`config.mk`:
```
export PLATFORM = sky130hd
export DESIGN_NAME = rcbi_queue
export DESIGN_NICKNAME = d
export VERILOG_FILES = /design/src/rcbi_pkg.sv /design/src/rcbi_queue.sv
export SDC_FILE = /design/constraint.sdc
export NUM_CORES = 1
export LEC_CHECK = 0
export ABC_AREA = 0
export BUFFER_PORTS_ARGS = -buffer_cell sky130_fd_sc_hd__buf_2
export CAP_MARGIN = 20
export CORE_MARGIN = 2
export CORE_UTILIZATION = 55
export DETAILED_ROUTE_END_ITERATION = 10
export GPL_TIMING_DRIVEN = 0
export HOLD_SLACK_MARGIN = 0.05
export PLACE_DENSITY = 0.77
export RECOVER_POWER = 100
export REMOVE_ABC_BUFFERS = 1
export SLEW_MARGIN = 15
export SYNTH_ARGS = -nofsm -noshare
export SYNTH_HDL_FRONTEND = slang
export SYNTH_SLANG_ARGS = --single-unit
```
`constraint.sdc`:
```
create_clock -name i_clk -period 2.14 [get_ports i_clk]
set_input_delay 0 -clock i_clk [delete_from_list [all_inputs] [get_ports i_clk]]
set_output_delay 0 -clock i_clk [all_outputs]
set_load 0.005 [all_outputs]
```
`src/rcbi_pkg.sv`:
```
// shared constants, codes and types of the row-column block interleaver
// no dependencies; every other file of the block imports this package

package rcbi_pkg;

    // matrix geometry
    localparam int ROWS        = 255;
    localparam int MAX_COLUMNS = 32;

    // derived widths
    localparam int ROW_W     = $clog2(ROWS + 1);
    localparam int COL_W     = (MAX_COLUMNS > 1) ? $clog2(MAX_COLUMNS) : 1;
    localparam int CW        = $clog2(MAX_COLUMNS + 1);
    localparam int CNT_W     = $clog2(ROWS * MAX_COLUMNS + 1);
    localparam int BYTE_W    = 8;
    localparam int CMD_W     = 2;
    localparam int COLS_W    = 6;
    localparam int PADN_W    = 13;
    localparam int CALC_W    = ((CNT_W > PADN_W) ? CNT_W : PADN_W) + 1;
    localparam int ADDR_W    = 1 + ROW_W + COL_W;
    localparam int MEM_DEPTH = 2 ** ADDR_W;

    // configuration port
    localparam int CFG_ADDR_W = 2;
    localparam int CFG_DATA_W = 13;

    // result queue
    localparam int QUEUE_DEPTH = 4;
    localparam int QPTR_W      = $clog2(QUEUE_DEPTH);
    localparam int QCNT_W      = $clog2(QUEUE_DEPTH + 1);

    // command codes
    localparam logic [CMD_W-1:0] CMD_DATA  = 2'd0;
    localparam logic [CMD_W-1:0] CMD_END   = 2'd1;
    localparam logic [CMD_W-1:0] CMD_DRAIN = 2'd2;

    // register indexes
    localparam logic [CFG_ADDR_W-1:0] REG_MODE      = 2'd0;
    localparam logic [CFG_ADDR_W-1:0] REG_COLUMNS   = 2'd1;
    localparam logic [CFG_ADDR_W-1:0] REG_PAD_COUNT = 2'd2;
    localparam logic [CFG_ADDR_W-1:0] REG_PAD_VALUE = 2'd3;

    // register reset values
    localparam logic              RST_MODE      = 1'b0;
    localparam logic [COLS_W-1:0] RST_COLUMNS   = 6'd20;
    localparam logic [PADN_W-1:0] RST_PAD_COUNT = 13'd0;
    localparam logic [BYTE_W-1:0] RST_PAD_VALUE = 8'd48;

    typedef struct packed {
        logic              mode;
        logic [COLS_W-1:0] columns;
        logic [PADN_W-1:0] pad_count;
        logic [BYTE_W-1:0] pad_value;
    } t_cfg;

    typedef struct packed {
        logic              en;
        logic [ADDR_W-1:0] addr;
        logic [BYTE_W-1:0] data;
    } t_mem_wr;

    typedef struct packed {
        logic              en;
        logic [ADDR_W-1:0] addr;
    } t_mem_rd;

    typedef struct packed {
        logic use_pad;
        logic block_end;
        logic stream_last;
    } t_flags;

    typedef struct packed {
        logic   valid;
        t_flags flags;
    } t_req;

    typedef struct packed {
        logic [BYTE_W-1:0] out_byte;
        logic              block_end;
        logic              stream_last;
    } t_result;

endpackage

```
`src/rcbi_queue.sv`:
```
// short result queue feeding the master stream side
// depends on rcbi_pkg for the depth and the result type

module rcbi_queue (
    input  logic                        i_clk,
    input  logic                        i_rst_n,
    input  logic                        i_push,
    input  rcbi_pkg::t_result           i_data,
    input  logic                        i_ready,
    output logic                        o_valid,
    output rcbi_pkg::t_result           o_data,
    output logic [rcbi_pkg::QCNT_W-1:0] o_count
);
    import rcbi_pkg::*;

    t_result           r_mem [QUEUE_DEPTH];
    logic [QPTR_W-1:0] r_wr_ptr, n_wr_ptr;
    logic [QPTR_W-1:0] r_rd_ptr, n_rd_ptr;
    logic [QCNT_W-1:0] r_count, n_count;
    logic              pop;

    assign o_valid = (r_count != '0);
    assign o_data  = r_mem[r_rd_ptr];
    assign o_count = r_count;
    assign pop     = o_valid && i_ready;

    always_comb begin
        n_wr_ptr = r_wr_ptr;
        n_rd_ptr = r_rd_ptr;
        n_count  = r_count;
        if (i_push) begin
            n_wr_ptr = (r_wr_ptr == QPTR_W'(QUEUE_DEPTH - 1)) ? '0 : r_wr_ptr + 1'b1;
        end
        if (pop) begin
            n_rd_ptr = (r_rd_ptr == QPTR_W'(QUEUE_DEPTH - 1)) ? '0 : r_rd_ptr + 1'b1;
        end
        case ({i_push, pop})
            2'b10:   n_count = r_count + 1'b1;
            2'b01:   n_count = r_count - 1'b1;
            default: n_count = r_count;
        endcase
    end

    always_ff @(posedge i_clk) begin
        if (!i_rst_n) begin
            r_wr_ptr <= '0;
            r_rd_ptr <= '0;
            r_count  <= '0;
        end else begin
            r_wr_ptr <= n_wr_ptr;
            r_rd_ptr <= n_rd_ptr;
            r_count  <= n_count;
        end
    end

    always_ff @(posedge i_clk) begin
        if (i_push) begin
            r_mem[r_wr_ptr] <= i_data;
        end
    end

endmodule

```
==> results.md <==
* Setup Fix Bufs, Post-CTS at 0
* Seq/Total Area, Yosys at 0.723
* Critical path arrival at 2.24 ns
* Crit start category: register
* Post-Layout Inst Area at between 0.002 and 0.0025 mm2
* Clk pwr share at 0.276
* Slew @ Worst Pin at 0.797 ns
* Largest net degree at the start of global routing at 16
* Status: complete, no violations
* Number of core rows at 21
* Largest area contributor in the netlist: edfxtp_1
* Critical path's slowest cell: dfxtp_1
* Fin crit period at a little under 2 ns
* Number of flops mapped to enable cells by yosys at 40
* Fill count at 255
* Max Freq at just over 0.5 GHz
* Final nets at roughly 170
* Initial antenna violation count at 0
* Crit-path cells: o31ai_2, inv_1, ha_1, inv_1, fa_1, xor2_1, or3_1, a21boi_1
* Die Y at 63.0 um
* All-Layer GR Usage at 0.173
* DR WL/cell at around 15 um
* Max_cap viols at 0
* RSZ-0062 raised after global routing: false
* First-pass iteration count of the detailed router at 4
* Crit path required time at roughly 2.4 ns
* Leakage at roughly 0.8 nW
* Initial Utilization at 0.573
* Clk_lat worst skew at 0.35 ns
* Via Count at approximately 1.0k
* Final setup skew at between 0.01 and 0.015 ns
* Max incr delay on CP at about 0.43 ns
* Critical-path maximum fanout at 5
* Setup Viol. Count Final at 0
* Element type at the critical path end: register
* Drt drc at 0
* Cell variety after synth at 22
* CTS tree: yes
* Buf/Inv on CP at 2
* Part of the power in registers at 0.528
* Critical path class: register to register
* Most frequent cell after synthesis: edfxtp_1
* FFs w/ async S/R, synth at 0
* Worst IR Drop VDD at about 0.00062 V
* Synth warn at 0
* Layout cells sized above 1 at 0.208
* Net Sw Frac at 0.243
* Layout area overhead at 20.9%
* Vias in the first global route at between 1k and 1.5k
* Power per cell area at 992 mW/mm2
* Post-DRT Antenna Nets at 0
* Most used cell, CP: inv_1
* First-pass GRT wire length at slightly below 5 mm
* Worst slew margin at 0.468
* Slew Viols, Final at 0
* H-tree depth at 2
* Final Hold Viols at 0
* Most instantiated cells after synthesis: edfxtp_1, mux4_2, dfxtp_1
* Antenna cells at 0
* CTS Buf Count at 5
* Die Span X at ~63 um
* Total negative setup slack at 0 ns
* Clock-pin transition on the worst setup and hold timing paths at roughly 0.13 ns
* Final wirelength at between 3 and 4 mm
* Worst Hold Slack at ~0.44 ns
* Synth top area cells: edfxtp_1, mux4_2, dfxtp_1
* 1st-iter DRT viols at 55
* Ys flop type: edfxtp_1
* # IOs at 28
* CORE AREA at about 0.0033 mm2
* Crit path max-delay family: adder cells
* Die Area at slightly below 0.004 mm2
* Hold crit path type: primary input to register
* Comb power frac at 0.196
* CTS Sinks at about 50
* Synth Area per Inst at 18.7 um2
* GRT Residual Overflow at 0
* Area share of the largest cell type after synthesis at 0.628
* Cells after Synth at 102
* Switching power at ~0.56 mW
* Seq cells post-synth at 49
* Clock Path Buffers at 2
* Post-DP Area at 0.00209 mm2
* Dpl hpwl at roughly 1.9 mm
* Gpl congestion at 0.648
* Port Buffer Count at 27
* Vias per Instance at ~5.3
* Synthesized cell area at 0.00191 mm2
* Final period utilization at 0.908
* Clk root buf: clkbuf_4
* Pint at approximately 1.7 mW
-- registers in the layout, indices dropped and copies added (netlist names), named ones only --
signal / cells
r_wr_ptr: 2
o_count: 3
r_mem: 40
r_rd_ptr: 2
-- placed cells by master, fill, tap and decap left out --
cell            n
edfxtp_1       40
inv_1           7
bufinv_16       2
fa_1            1
clkinv_2        1
ha_1            6
mux4_2         10
mux2i_1         1
a21oi_1         1
nand2_1         3
nor3b_1         1
o31ai_2         1
nor2b_1         2
nor2_1          1
dlygate4sd3_1  14
o21ai_0         4
clkbuf_4        5
dfxtp_1         9
a21boi_1        1
clkbuf_1       15
buf_2          12
xnor2_1         1
or3_1           2
nand3_1         2
and2_0          6
xor2_1          1
-- per-layer routing --
layer,part of all wire,GRT usage,vias to the layer above
met5,0,0,-
met4,0.033,0.100,0
met3,0.047,0.0432,11
met2,0.53,0.315,26
met1,0.39,0.177,518
li1,-,-,481
-- worst register-to-register path, cell delays in order, from the launching register on --
cell and delay, ns:
dfxtp_1 0.43, o31ai_2 0.14, inv_1 0.07, ha_1 0.17
inv_1 0.06, fa_1 0.37, xor2_1 0.15, or3_1 0.33
a21boi_1 0.17
-- cell families (layout without fill, tap and decap cells) --
| logic type | after synthesis | in the layout | synth area share |
|---|---|---|---|
| compound gates | 7 | 7 | 0.0236 |
| xor+xnor | 2 | 2 | 0.00916 |
| fa+ha+maj | 7 | 7 | 0.0497 |
| buf+inv | 9 | 56 | 0.0223 |
| flops | 49 | 49 | 0.723 |
| mux | 11 | 11 | 0.123 |
| simple gates | 17 | 17 | 0.0497 |
-- power by group through the flow --
stage	clock, mW	combinational, mW	sequential [mW]
2_1_floorplan	0	0.285	1.21
3_3_place_gp	0	0.420	1.23
3_5_place_dp	0	0.442	1.24
4_1_cts	0.647	0.467	1.22
5_1_grt	0.681	0.505	1.23
6_report	0.633	0.450	1.21
-- what timing repair did --
action | in CTS | in global routing
hold endpoints to repair | 49 | 0
endpoints found under the setup margin | 0 | 0
resized for setup | 0 | 0
hold buffers | 14 | 0
-- stage by stage --
step | total power [mW] | util | cells | setup slack [ns]
final | 2.29 | 0.693 | 195 | 0.198
after detailed placement | 1.68 | 0.626 | 173 | 0.221
after CTS | 2.33 | 0.699 | 195 | 0.170
after global placement | 1.65 | 0.626 | 173 | 0.339
after global routing | 2.41 | 0.693 | 195 | 0.00322
after floorplan | 1.50 | - | 100 | 0.369
-- path summary, 6_finish.rpt --
path | from | end | slack, ns | depth (start not counted)
setup / recovery | o_count[1]$_SDFFE_PN0P_ | o_count[2]$_SDFFE_PN0P_ | 0.20 | 8
hold reg to reg | r_rd_ptr[0]$_SDFFE_PN0N_ | r_rd_ptr[0]$_SDFFE_PN0N_ | 0.55 | 2
setup reg to reg | o_count[1]$_SDFFE_PN0P_ | o_count[2]$_SDFFE_PN0P_ | 0.20 | 8
hold / removal | i_data[2] | r_mem[3][2]$_DFFE_PP_ | 0.44 | 2
-- area by class of cell --
type / count / area, um2 / area share
clock buffer: 5 / 37.5 / 0.0162
clock inverter: 3 / 65.1 / 0.0281
inverter: 7 / 26.3 / 0.0114
multi-input combinational: 44 / 488 / 0.211
sequential: 49 / 1380 / 0.597
tap: 46 / 57.6 / 0.0249
timing repair buffer: 41 / 256 / 0.111
Power figures use the tool's default switching activity.
